--- src/hw/rtl/rmt_pkg.sv ---
package rmt_pkg;

	localparam int RMT_MAX_ENTRIES = 16;
	localparam int ADDR_W = 32;
	localparam int COUNT_OUT_W = 5;

	typedef enum logic [1:0] {
		ACT_CLEAR = 2'd0,
		ACT_ADD   = 2'd1,
		ACT_XLATE = 2'd2,
		ACT_CHECK = 2'd3
	} act_t;

	typedef enum logic [2:0] {
		WR_UP,
		WR_DOWN,
		WR_APPEND,
		WR_MERGE,
		WR_MOVE
	} wr_sel_t;

	typedef struct packed {
		logic [ADDR_W-1:0] lb;
		logic [ADDR_W-1:0] pb;
		logic [ADDR_W-1:0] len;
	} entry_t;

	typedef struct packed {
		logic    load;
		logic    ev_scan;
		logic    hold_ent;
		logic    hold_j;
		logic    wr_en;
		wr_sel_t wr_sel;
		logic    rd_en;
		logic    sum_clr;
		logic    sum_add;
		logic    set_drop;
		logic    out_load;
	} cmd_t;

	typedef struct packed {
		act_t act;
		logic up_hit;
		logic down_hit;
		logic abs_hit;
		logic tr_hit;
	} sts_t;

endpackage

--- src/hw/rtl/rmt_req_if.sv ---
interface rmt_req_if;
	import rmt_pkg::*;

	logic              valid;
	logic              ready;
	logic [1:0]        action;
	logic [ADDR_W-1:0] logical_address;
	logic [ADDR_W-1:0] physical_address;
	logic [ADDR_W-1:0] region_length;

	modport source (
		output valid, action, logical_address, physical_address, region_length,
		input  ready
	);

	modport sink (
		input  valid, action, logical_address, physical_address, region_length,
		output ready
	);

endinterface

--- src/hw/rtl/rmt_rsp_if.sv ---
interface rmt_rsp_if;
	import rmt_pkg::*;

	logic                   valid;
	logic                   ready;
	logic                   found;
	logic [ADDR_W-1:0]      logical_out;
	logic                   same_region;
	logic                   dropped;
	logic [COUNT_OUT_W-1:0] entry_count;
	logic [ADDR_W-1:0]      total_length;

	modport source (
		output valid, found, logical_out, same_region, dropped, entry_count, total_length,
		input  ready
	);

	modport sink (
		input  valid, found, logical_out, same_region, dropped, entry_count, total_length,
		output ready
	);

endinterface

--- src/hw/rtl/region_map_table.sv ---
// Each item makes at most these passes over the table: a search of the
// table, a second search when an add joins an entry to a following one, and a pass
// that sums all lengths, each one entry per cycle through the table's single read port.
// One item is in work at a time; a finished result waits in an output register.
// Reset clears the entry count and all control state; the table contents are not reset.
module region_map_table
	import rmt_pkg::*;
#(
	parameter int MAX_ENTRIES = RMT_MAX_ENTRIES
) (
	input logic     clk,
	input logic     arst_n,
	rmt_req_if.sink   req,
	rmt_rsp_if.source rsp
);

	localparam int IW = $clog2(MAX_ENTRIES);
	localparam int CW = $clog2(MAX_ENTRIES + 1);

	cmd_t          cmd;
	sts_t          sts;
	logic [IW-1:0] rd_addr;
	logic [IW-1:0] wr_addr;
	logic [IW-1:0] ev_idx;
	logic [CW-1:0] count;

	rmt_ctrl #(
		.MAX_ENTRIES(MAX_ENTRIES)
	) u_ctrl (
		.clk       (clk),
		.arst_n    (arst_n),
		.req_valid (req.valid),
		.req_ready (req.ready),
		.rsp_valid (rsp.valid),
		.rsp_ready (rsp.ready),
		.sts       (sts),
		.cmd       (cmd),
		.rd_addr   (rd_addr),
		.wr_addr   (wr_addr),
		.ev_idx    (ev_idx),
		.count     (count)
	);

	rmt_datapath #(
		.MAX_ENTRIES(MAX_ENTRIES)
	) u_datapath (
		.clk              (clk),
		.arst_n           (arst_n),
		.action           (req.action),
		.logical_address  (req.logical_address),
		.physical_address (req.physical_address),
		.region_length    (req.region_length),
		.cmd              (cmd),
		.rd_addr          (rd_addr),
		.wr_addr          (wr_addr),
		.ev_idx           (ev_idx),
		.count            (count),
		.sts              (sts),
		.found            (rsp.found),
		.logical_out      (rsp.logical_out),
		.same_region      (rsp.same_region),
		.dropped          (rsp.dropped),
		.entry_count      (rsp.entry_count),
		.total_length     (rsp.total_length)
	);

endmodule

--- src/hw/rtl/rmt_datapath.sv ---
module rmt_datapath
	import rmt_pkg::*;
#(
	parameter int MAX_ENTRIES = RMT_MAX_ENTRIES
) (
	input  logic                         clk,
	input  logic                         arst_n,
	input  logic [1:0]                   action,
	input  logic [ADDR_W-1:0]            logical_address,
	input  logic [ADDR_W-1:0]            physical_address,
	input  logic [ADDR_W-1:0]            region_length,
	input  cmd_t                         cmd,
	input  logic [$clog2(MAX_ENTRIES)-1:0]   rd_addr,
	input  logic [$clog2(MAX_ENTRIES)-1:0]   wr_addr,
	input  logic [$clog2(MAX_ENTRIES)-1:0]   ev_idx,
	input  logic [$clog2(MAX_ENTRIES+1)-1:0] count,
	output sts_t                         sts,
	output logic                         found,
	output logic [ADDR_W-1:0]            logical_out,
	output logic                         same_region,
	output logic                         dropped,
	output logic [COUNT_OUT_W-1:0]       entry_count,
	output logic [ADDR_W-1:0]            total_length
);

	localparam int IW = $clog2(MAX_ENTRIES);

	entry_t            mem [MAX_ENTRIES];
	entry_t            rd_data_q;
	entry_t            ent_q;
	entry_t            wr_data;

	act_t              act_q;
	logic [ADDR_W-1:0] la_q;
	logic [ADDR_W-1:0] pa_q;
	logic [ADDR_W-1:0] len_q;
	logic [ADDR_W-1:0] la_end_q;
	logic [ADDR_W-1:0] pa_end_q;
	logic [ADDR_W-1:0] lenj_q;

	logic              xl_found_q;
	logic [ADDR_W-1:0] xl_addr_q;
	logic              a_found_q;
	logic              b_found_q;
	logic [IW-1:0]     a_idx_q;
	logic [IW-1:0]     b_idx_q;
	logic              dropped_q;
	logic [ADDR_W-1:0] sum_q;
	logic              sat_q;

	logic              rsp_found_q;
	logic [ADDR_W-1:0] rsp_logical_q;
	logic              rsp_same_q;
	logic              rsp_dropped_q;
	logic [COUNT_OUT_W-1:0] rsp_count_q;
	logic [ADDR_W-1:0] rsp_total_q;

	logic [ADDR_W-1:0] rd_pend;
	logic [ADDR_W-1:0] rd_lend;
	logic [ADDR_W-1:0] grown_len;
	logic [ADDR_W-1:0] ent_pend;
	logic [ADDR_W-1:0] ent_lend;
	logic [ADDR_W:0]   sum_nxt;
	logic              a_hit;
	logic              b_hit;
	logic              same_nxt;

	assign rd_pend   = rd_data_q.pb + rd_data_q.len;
	assign rd_lend   = rd_data_q.lb + rd_data_q.len;
	assign grown_len = rd_data_q.len + len_q;
	assign ent_pend  = ent_q.pb + ent_q.len;
	assign ent_lend  = ent_q.lb + ent_q.len;
	assign sum_nxt   = {1'b0, sum_q} + {1'b0, rd_data_q.len};

	assign a_hit = (rd_data_q.lb <= la_q) && (la_q < rd_lend);
	assign b_hit = (rd_data_q.lb <= la_end_q) && (la_end_q < rd_lend);

	assign sts.act      = act_q;
	assign sts.up_hit   = (rd_pend == pa_q) && (rd_lend == la_q);
	assign sts.down_hit = (pa_end_q == rd_data_q.pb) && (la_end_q == rd_data_q.lb);
	assign sts.abs_hit  = (rd_data_q.pb == ent_pend) && (rd_data_q.lb == ent_lend);
	assign sts.tr_hit   = (rd_data_q.pb <= pa_q) && (pa_q < rd_pend);

	assign same_nxt = (act_q == ACT_CHECK) && (a_found_q == b_found_q)
		&& (!a_found_q || (a_idx_q == b_idx_q));

	always_comb begin
		case (cmd.wr_sel)
			WR_UP:     wr_data = '{lb: rd_data_q.lb, pb: rd_data_q.pb, len: grown_len};
			WR_DOWN:   wr_data = '{lb: la_q, pb: pa_q, len: grown_len};
			WR_APPEND: wr_data = '{lb: la_q, pb: pa_q, len: len_q};
			WR_MERGE:  wr_data = '{lb: ent_q.lb, pb: ent_q.pb, len: ent_q.len + lenj_q};
			WR_MOVE:   wr_data = rd_data_q;
			default:   wr_data = rd_data_q;
		endcase
	end

	always_ff @(posedge clk) begin
		if (cmd.wr_en) begin
			mem[wr_addr] <= wr_data;
		end
		if (cmd.rd_en) begin
			rd_data_q <= mem[rd_addr];
		end
	end

	always_ff @(posedge clk) begin
		if (cmd.load) begin
			act_q    <= act_t'(action);
			la_q     <= logical_address;
			pa_q     <= physical_address;
			len_q    <= region_length;
			la_end_q <= logical_address + region_length;
			pa_end_q <= physical_address + region_length;
		end
		if (cmd.hold_ent) begin
			ent_q <= '{lb: rd_data_q.lb, pb: rd_data_q.pb, len: grown_len};
		end
		if (cmd.hold_j) begin
			lenj_q <= rd_data_q.len;
		end
		if (cmd.ev_scan && act_q == ACT_XLATE && sts.tr_hit && !xl_found_q) begin
			xl_addr_q <= pa_q - rd_data_q.pb + rd_data_q.lb;
		end
		if (cmd.ev_scan && act_q == ACT_CHECK) begin
			if (!a_found_q && a_hit) begin
				a_idx_q <= ev_idx;
			end
			if (!b_found_q && b_hit) begin
				b_idx_q <= ev_idx;
			end
		end
		if (cmd.sum_clr) begin
			sum_q <= '0;
		end else if (cmd.sum_add) begin
			sum_q <= sum_nxt[ADDR_W-1:0];
		end
		if (cmd.out_load) begin
			rsp_found_q   <= xl_found_q;
			rsp_logical_q <= xl_found_q ? xl_addr_q : '0;
			rsp_same_q    <= same_nxt;
			rsp_dropped_q <= dropped_q;
			rsp_count_q   <= COUNT_OUT_W'(count);
			rsp_total_q   <= sat_q ? '1 : sum_q;
		end
	end

	always_ff @(posedge clk or negedge arst_n) begin
		if (!arst_n) begin
			xl_found_q <= 1'b0;
			a_found_q  <= 1'b0;
			b_found_q  <= 1'b0;
			dropped_q  <= 1'b0;
			sat_q      <= 1'b0;
		end else begin
			if (cmd.load) begin
				xl_found_q <= 1'b0;
				a_found_q  <= 1'b0;
				b_found_q  <= 1'b0;
				dropped_q  <= 1'b0;
			end else begin
				if (cmd.ev_scan && act_q == ACT_XLATE && sts.tr_hit) begin
					xl_found_q <= 1'b1;
				end
				if (cmd.ev_scan && act_q == ACT_CHECK) begin
					if (a_hit) begin
						a_found_q <= 1'b1;
					end
					if (b_hit) begin
						b_found_q <= 1'b1;
					end
				end
				if (cmd.set_drop) begin
					dropped_q <= 1'b1;
				end
			end
			if (cmd.sum_clr) begin
				sat_q <= 1'b0;
			end else if (cmd.sum_add && sum_nxt[ADDR_W]) begin
				sat_q <= 1'b1;
			end
		end
	end

	assign found        = rsp_found_q;
	assign logical_out  = rsp_logical_q;
	assign same_region  = rsp_same_q;
	assign dropped      = rsp_dropped_q;
	assign entry_count  = rsp_count_q;
	assign total_length = rsp_total_q;

endmodule

--- src/hw/rtl/rmt_ctrl.sv ---
module rmt_ctrl
	import rmt_pkg::*;
#(
	parameter int MAX_ENTRIES = RMT_MAX_ENTRIES
) (
	input  logic                             clk,
	input  logic                             arst_n,
	input  logic                             req_valid,
	output logic                             req_ready,
	output logic                             rsp_valid,
	input  logic                             rsp_ready,
	input  sts_t                             sts,
	output cmd_t                             cmd,
	output logic [$clog2(MAX_ENTRIES)-1:0]   rd_addr,
	output logic [$clog2(MAX_ENTRIES)-1:0]   wr_addr,
	output logic [$clog2(MAX_ENTRIES)-1:0]   ev_idx,
	output logic [$clog2(MAX_ENTRIES+1)-1:0] count
);

	localparam int IW = $clog2(MAX_ENTRIES);
	localparam int CW = $clog2(MAX_ENTRIES + 1);

	typedef enum logic [3:0] {
		S_IDLE,
		S_DISP,
		S_SCAN,
		S_ABS0,
		S_ABS,
		S_MERGE,
		S_LASTRD,
		S_MOVE,
		S_APPEND,
		S_SUM,
		S_SUMRUN,
		S_DONE
	} state_t;

	state_t        state_q;
	state_t        state_nxt;
	logic [CW-1:0] count_q;
	logic [CW-1:0] count_nxt;
	logic [IW-1:0] ev_idx_q;
	logic [IW-1:0] ev_idx_nxt;
	logic [IW-1:0] i_q;
	logic [IW-1:0] j_q;
	logic          rsp_valid_q;
	logic [IW-1:0] last_idx;
	logic          at_last;

	assign last_idx = IW'(count_q - CW'(1));
	assign at_last  = (ev_idx_q == last_idx);

	always_comb begin
		cmd        = '0;
		cmd.wr_sel = WR_APPEND;
		state_nxt  = state_q;
		count_nxt  = count_q;
		ev_idx_nxt = ev_idx_q;
		rd_addr    = ev_idx_q + IW'(1);
		wr_addr    = ev_idx_q;
		req_ready  = 1'b0;
		case (state_q)
			S_IDLE: begin
				req_ready = 1'b1;
				if (req_valid) begin
					cmd.load  = 1'b1;
					state_nxt = S_DISP;
				end
			end
			S_DISP: begin
				if (sts.act == ACT_CLEAR) begin
					count_nxt = '0;
					state_nxt = S_SUM;
				end else if (count_q == '0) begin
					state_nxt = (sts.act == ACT_ADD) ? S_APPEND : S_SUM;
				end else begin
					cmd.rd_en  = 1'b1;
					rd_addr    = '0;
					ev_idx_nxt = '0;
					state_nxt  = S_SCAN;
				end
			end
			S_SCAN: begin
				if (sts.act == ACT_ADD && sts.up_hit) begin
					cmd.wr_en    = 1'b1;
					cmd.wr_sel   = WR_UP;
					cmd.hold_ent = 1'b1;
					state_nxt    = S_ABS0;
				end else if (sts.act == ACT_ADD && sts.down_hit) begin
					cmd.wr_en  = 1'b1;
					cmd.wr_sel = WR_DOWN;
					state_nxt  = S_SUM;
				end else begin
					cmd.ev_scan = (sts.act != ACT_ADD);
					if (sts.act == ACT_XLATE && sts.tr_hit) begin
						state_nxt = S_SUM;
					end else if (at_last) begin
						state_nxt = (sts.act == ACT_ADD) ? S_APPEND : S_SUM;
					end else begin
						cmd.rd_en  = 1'b1;
						ev_idx_nxt = ev_idx_q + IW'(1);
					end
				end
			end
			S_ABS0: begin
				cmd.rd_en  = 1'b1;
				rd_addr    = '0;
				ev_idx_nxt = '0;
				state_nxt  = S_ABS;
			end
			S_ABS: begin
				if (sts.abs_hit) begin
					cmd.hold_j = 1'b1;
					state_nxt  = S_MERGE;
				end else if (at_last) begin
					state_nxt = S_SUM;
				end else begin
					cmd.rd_en  = 1'b1;
					ev_idx_nxt = ev_idx_q + IW'(1);
				end
			end
			S_MERGE: begin
				cmd.wr_en  = 1'b1;
				cmd.wr_sel = WR_MERGE;
				wr_addr    = i_q;
				state_nxt  = S_LASTRD;
			end
			S_LASTRD: begin
				cmd.rd_en = 1'b1;
				rd_addr   = last_idx;
				state_nxt = S_MOVE;
			end
			S_MOVE: begin
				cmd.wr_en  = 1'b1;
				cmd.wr_sel = WR_MOVE;
				wr_addr    = j_q;
				count_nxt  = count_q - CW'(1);
				state_nxt  = S_SUM;
			end
			S_APPEND: begin
				if (count_q == CW'(MAX_ENTRIES)) begin
					cmd.set_drop = 1'b1;
				end else begin
					cmd.wr_en  = 1'b1;
					cmd.wr_sel = WR_APPEND;
					wr_addr    = IW'(count_q);
					count_nxt  = count_q + CW'(1);
				end
				state_nxt = S_SUM;
			end
			S_SUM: begin
				cmd.sum_clr = 1'b1;
				if (count_q == '0) begin
					state_nxt = S_DONE;
				end else begin
					cmd.rd_en  = 1'b1;
					rd_addr    = '0;
					ev_idx_nxt = '0;
					state_nxt  = S_SUMRUN;
				end
			end
			S_SUMRUN: begin
				cmd.sum_add = 1'b1;
				if (at_last) begin
					state_nxt = S_DONE;
				end else begin
					cmd.rd_en  = 1'b1;
					ev_idx_nxt = ev_idx_q + IW'(1);
				end
			end
			S_DONE: begin
				if (!rsp_valid_q || rsp_ready) begin
					cmd.out_load = 1'b1;
					state_nxt    = S_IDLE;
				end
			end
			default: begin
				state_nxt = S_IDLE;
			end
		endcase
	end

	always_ff @(posedge clk or negedge arst_n) begin
		if (!arst_n) begin
			state_q     <= S_IDLE;
			count_q     <= '0;
			ev_idx_q    <= '0;
			i_q         <= '0;
			j_q         <= '0;
			rsp_valid_q <= 1'b0;
		end else begin
			state_q  <= state_nxt;
			count_q  <= count_nxt;
			ev_idx_q <= ev_idx_nxt;
			if (cmd.hold_ent) begin
				i_q <= ev_idx_q;
			end
			if (cmd.hold_j) begin
				j_q <= ev_idx_q;
			end
			if (cmd.out_load) begin
				rsp_valid_q <= 1'b1;
			end else if (rsp_ready) begin
				rsp_valid_q <= 1'b0;
			end
		end
	end

	assign rsp_valid = rsp_valid_q;
	assign ev_idx    = ev_idx_q;
	assign count     = count_q;

	a_count_bound: assert property (@(posedge clk) disable iff (!arst_n)
		count_q <= CW'(MAX_ENTRIES))
		else $error("entry count above table size");

	a_no_rw_collide: assert property (@(posedge clk) disable iff (!arst_n)
		(cmd.wr_en && cmd.rd_en) |-> (wr_addr != rd_addr))
		else $error("table read and write at the same address");

	a_count_step: assert property (@(posedge clk) disable iff (!arst_n)
		(count_q > $past(count_q)) |-> (count_q == $past(count_q) + CW'(1)))
		else $error("entry count grew by more than one");

	a_single_item: assert property (@(posedge clk) disable iff (!arst_n)
		cmd.out_load |=> (state_q == S_IDLE && rsp_valid_q))
		else $error("result transfer not presented after completion");

endmodule
--- src/flat_wrapper.sv ---
// flat-port wrapper written by rule: the top's interface ports become plain ports
module region_map_table_flat import rmt_pkg::*;
#(
	parameter int MAX_ENTRIES = RMT_MAX_ENTRIES
)
  (clk, arst_n, req_valid, req_action, req_logical_address, req_physical_address, req_region_length, req_ready, rsp_valid, rsp_found, rsp_logical_out, rsp_same_region, rsp_dropped, rsp_entry_count, rsp_total_length, rsp_ready);
  rmt_req_if req_i ();
  rmt_rsp_if rsp_i ();
  input logic clk;
  input logic arst_n;
  input wire logic [$bits(req_i.valid)-1:0] req_valid;
  input wire logic [$bits(req_i.action)-1:0] req_action;
  input wire logic [$bits(req_i.logical_address)-1:0] req_logical_address;
  input wire logic [$bits(req_i.physical_address)-1:0] req_physical_address;
  input wire logic [$bits(req_i.region_length)-1:0] req_region_length;
  output wire logic [$bits(req_i.ready)-1:0] req_ready;
  output wire logic [$bits(rsp_i.valid)-1:0] rsp_valid;
  output wire logic [$bits(rsp_i.found)-1:0] rsp_found;
  output wire logic [$bits(rsp_i.logical_out)-1:0] rsp_logical_out;
  output wire logic [$bits(rsp_i.same_region)-1:0] rsp_same_region;
  output wire logic [$bits(rsp_i.dropped)-1:0] rsp_dropped;
  output wire logic [$bits(rsp_i.entry_count)-1:0] rsp_entry_count;
  output wire logic [$bits(rsp_i.total_length)-1:0] rsp_total_length;
  input wire logic [$bits(rsp_i.ready)-1:0] rsp_ready;
  assign req_i.valid = req_valid;
  assign req_i.action = req_action;
  assign req_i.logical_address = req_logical_address;
  assign req_i.physical_address = req_physical_address;
  assign req_i.region_length = req_region_length;
  assign req_ready = req_i.ready;
  assign rsp_valid = rsp_i.valid;
  assign rsp_found = rsp_i.found;
  assign rsp_logical_out = rsp_i.logical_out;
  assign rsp_same_region = rsp_i.same_region;
  assign rsp_dropped = rsp_i.dropped;
  assign rsp_entry_count = rsp_i.entry_count;
  assign rsp_total_length = rsp_i.total_length;
  assign rsp_i.ready = rsp_ready;
  region_map_table #(.MAX_ENTRIES(MAX_ENTRIES)) u_core (.clk(clk), .arst_n(arst_n), .req(req_i), .rsp(rsp_i));
endmodule
--- config.mk ---
export PLATFORM = sky130hd
export DESIGN_NAME = region_map_table_flat
export DESIGN_NICKNAME = d
export VERILOG_FILES = /design/src/hw/rtl/rmt_pkg.sv /design/src/hw/rtl/rmt_req_if.sv /design/src/hw/rtl/rmt_rsp_if.sv /design/src/hw/rtl/region_map_table.sv /design/src/hw/rtl/rmt_datapath.sv /design/src/hw/rtl/rmt_ctrl.sv /design/src/flat_wrapper.sv
export SDC_FILE = /design/constraint.sdc
export NUM_CORES = 2
export LEC_CHECK = 0
export ABC_CLOCK_PERIOD_IN_PS = 34000
export BUFFER_PORTS_ARGS = -buffer_cell sky130_fd_sc_hd__buf_4
export CAP_MARGIN = 10
export CORE_MARGIN = 2
export CORE_UTILIZATION = 60
export CTS_BUF_LIST = sky130_fd_sc_hd__clkbuf_16
export DETAILED_ROUTE_END_ITERATION = 8
export PLACE_DENSITY = 0.77
export SETUP_SLACK_MARGIN = 0.3
export SYNTH_ARGS = -nofsm -noshare
export SYNTH_HDL_FRONTEND = slang
export SYNTH_HIERARCHICAL = 1
export SYNTH_SLANG_ARGS = --single-unit
--- constraint.sdc ---
create_clock -name clk -period 34 [get_ports clk]
set_input_delay 6.8 -clock clk [delete_from_list [all_inputs] [get_ports clk]]
set_output_delay 6.8 -clock clk [all_outputs]
set_load 0.1 [all_outputs]
==> flow_summary.yaml <==
clocking:
  cts-root-buf: "clkbuf_16"
  post_cts_buffers: 0
  clk_pin_slew_worst_paths_ns: 0.06
  cts.sinks: 2093
  cts_buffer_depth: 3
  numCtsBuffers: 203
  cts_resized: 0
  cts.htree.levels: 4
  clock_latency_ns: 0.90
  cts_hold_buffers: 0
  cts_tree: "built"
logic_synthesis:
  synth_compound_area_frac: 0.0784
  synth.avg_cell_area_um2: 15.3
  synth_top_family_by_area: "multiplexers"
  synth_area_um2: 101000
  synth_edf_count: 2034
  synth_fa_ha_area_frac: 0.0708
  yosysTopAreaCell: "edfxtp_1"
  synth_simple_gate_area_frac: 0.0602
  synth_top_cell_area_share: 0.608
  synth.area.mux_share: 0.119
  synth_xor_xnor_area_share: 0.0316
  yosysUniqueCellTypes: 102
  syn-num-nets: 7201
  ys.flop_type: "edfxtp_1"
  postSynthCellCount: 6555
  async_flop_share: 0.0129
  ys_seq_area_frac: 0.621
  yosysWarnings: 6
  synth_area_leaders: "edfxtp_1 61%, mux4_2 11%, ha_1 6.3%, xnor2_1 2.0%, a21oi_1 1.7%"
  yosys_register_bits: 2093
drt:
  wire_per_inst_um: 32.9
  drc: 0
  drtIter0Drc: 9498
  vias: 63700
  ant_nets: 0
  dr.pass1.iters: 8
  routed_via_density: 6.83
  routed_wirelength_um: 307000
sta:
  slew_viol_final: 0
  skew_ns: 0.0547
  max_slew.worst_pin.slew_ns: 1.29
  min_period_ns: 10.25
  setup_viol: 0
  slew_headroom: 0.134
  finalHoldViolCount: 0
  setup_tns_ns: 0
  rsz0062_at_grt: "false"
  clock.fmax_mhz: 97.6
  post-route-period-util: 0.302
power_and_ir_drop:
  power-per-cell-area_nw_per_um2: 98.0
  p_sw_mw: 4.27
  peakVddDrop_uv: 96.7
  swShare: 0.388
  seq_power_share: 0.329
  p_leak_nw: 39.9
  pwr-share-comb: 0.468
  pwr-share-clk: 0.204
  p_int_mw: 6.74
placed_design:
  port_buffers: 175
  dp_cells: 8951
  gp_congestion: 1.04
  dp_hpwl_um: 204000
grt:
  grt_max_degree: 128
  antenna_found_initial: 30
  overflow: 0
  track_usage: 0.362
  grt_pass1_wl_um: 439000
  grt_pass1_vias: 62700
cells_and_area:
  layout.cells.non_filler: 9335
  utilization: 0.674
  final_nets: 7598
  drive_gt1_frac: 0.180
  final_cell_mix: "2,034 x edfxtp_1, 504 x ha_1, 480 x mux4_2"
  syn2layout_area_growth_pct: 11.9
  mostFrequentLayoutCell: "edfxtp_1"
  num-fill-cells: 11100
floorplanning:
  coreArea_um2: 167000
  fp.dieArea_um2: 171000
  die_w_um: 413
  start_util: 0.602
  dieHeight_um: 413
  core.rowCount: 150
  io_pins: 176
status:
  outcome: "completed"
critical_path:
  cp.required_ns: 34.52
  critPathLaunch: "u_core/u_datapath/rd_data_q[1]"
  cpPeakStageDelay_ns: 0.85
  crit_arrival_ns: 10.77
  crit_type: "flip-flop to flip-flop"
  cp_slowest_cell: "a21oi_1"
  r2r_setup_slack_ns: 23.75
  crit_path_end_kind: "flip-flop"
  reg2reg_to: "u_core/u_datapath/mem[15][8]"
  endpoint: "u_core/u_datapath/mem[15][8]"
  critical_path.max_fanout: 59
  start_kind: "flip-flop"
  r2r-start: "u_core/u_datapath/rd_data_q[1]"
  rr_worst_depth: 28
hold_path:
  hp-class: "flip-flop to flip-flop"
flow_run:
  max-cap-violations: 0
logic make-up (layout without fill, tap and decap cells):
family                   Yosys count  count (layout)
AO/OA/AOI/OAI                   1231            1231
XOR/XNOR                         359             359
adder cells (fa/ha/maj)          545             545
buffers and inverters            512            1076
flip-flops                      2093            2093
multiplexers                     592             592
other                              0              12
AND/OR/NAND/NOR                 1223            1223
final cells by class:
| class | instances | area [um2] | area share |
|---|---|---|---|
| Tap cell | 2204 | 2760 | 0.0245 |
| Sequential cell | 2093 | 62400 | 0.555 |
| Antenna cell | 12 | 30.0 | 0.000267 |
| Timing Repair Buffer | 399 | 3060 | 0.0272 |
| Clock inverter | 168 | 1550 | 0.0138 |
| Multi-Input combinational cell | 3950 | 36400 | 0.324 |
| Inverter | 305 | 1150 | 0.0102 |
| Clock buffer | 204 | 5100 | 0.0454 |
worst max-delay path, delay by kind of cell, from the launching register on:
kind / cells / cell delay [ns]
AO/OA/AOI/OAI: 13 / 3.94
adder cells (fa/ha/maj): 2 / 0.77
buffers and inverters: 4 / 1.84
flip-flops: 1 / 0.59
AND/OR/NAND/NOR: 9 / 2.55
state kept, by name, indices dropped and copies added (netlist names), 5 cells and up:
signal / count
u_core/u_datapath/len_q: 32
u_core/u_datapath/sum_q: 32
u_core/u_datapath/rd_data_q: 96
u_core/u_datapath/pa_q: 32
u_core/u_datapath/logical_out: 32
u_core/u_datapath/entry_count: 5
u_core/u_datapath/ent_q: 96
u_core/u_ctrl/count: 5
u_core/u_datapath/xl_addr_q: 32
u_core/u_datapath/la_end_q: 32
u_core/u_datapath/total_length: 32
u_core/u_datapath/la_q: 32
u_core/u_datapath/mem: 1536
u_core/u_datapath/pa_end_q: 32
u_core/u_datapath/lenj_q: 32
power groups by stage:
stage          clock network [mW]  logic [mW]  registers [mW]
2_1_floorplan                   0        3.44            3.71
3_3_place_gp                    0        4.93            3.63
3_5_place_dp                    0        5.02            3.65
4_1_cts                      2.26        5.09            3.60
5_1_grt                      2.35        5.52            3.63
6_report                     2.24        5.15            3.62
Yosys cell counts (all sizes together), types with 55 or more instances:
cell,instances
ha,504
nand4,73
clkbuf,152
nor2,332
buf,55
edfxtp,2034
mux2i,106
xnor2,229
nand2b,66
a21oi,347
xor2,128
o21a,73
nor2b,79
a21o,169
o21ai,294
inv,304
mux4,480
nand3,72
nand2,275
nor3,83
routing by layer:
metal  part of all wire  up-vias  global-route usage  routed length, um
met4              0.045       20               0.153              13700
met3               0.13      711              0.0826              38600
met5            0.00045        -                   0                138
met2               0.45     4272               0.546             140000
li1                   -    26600                   -                  -
met1               0.37    32200               0.514             115000
through the flow:
step                      power [mW]  cell area [um2]  setup WS, ns  hold WS [ns]
final                           11.0           112000         23.75         0.461
after global routing            11.5           112000         23.19         0.485
after CTS                       11.0           112000         24.09         0.470
after detailed placement        8.67           106000         23.57         0.455
after global placement          8.56           106000         23.57         0.443
after floorplan                 7.15           101000         21.61         0.426
how the worst min path moves through the flow:
stage,start,endpoint,slack (ns),depth (start not counted)
floorplan,u_core/u_datapath/dropped_q,u_core/u_datapath/dropped,0.43,0
global placement,u_core/u_datapath/dropped_q,u_core/u_datapath/dropped,0.44,0
detailed placement,u_core/u_datapath/dropped_q,u_core/u_datapath/dropped,0.45,0
CTS,u_core/u_datapath/dropped_q,u_core/u_datapath/dropped,0.47,0
global route,u_core/u_datapath/dropped_q,u_core/u_datapath/dropped,0.48,0
finish,u_core/u_datapath/dropped_q,u_core/u_datapath/dropped,0.46,0
(Power assumes the default switching activity.)
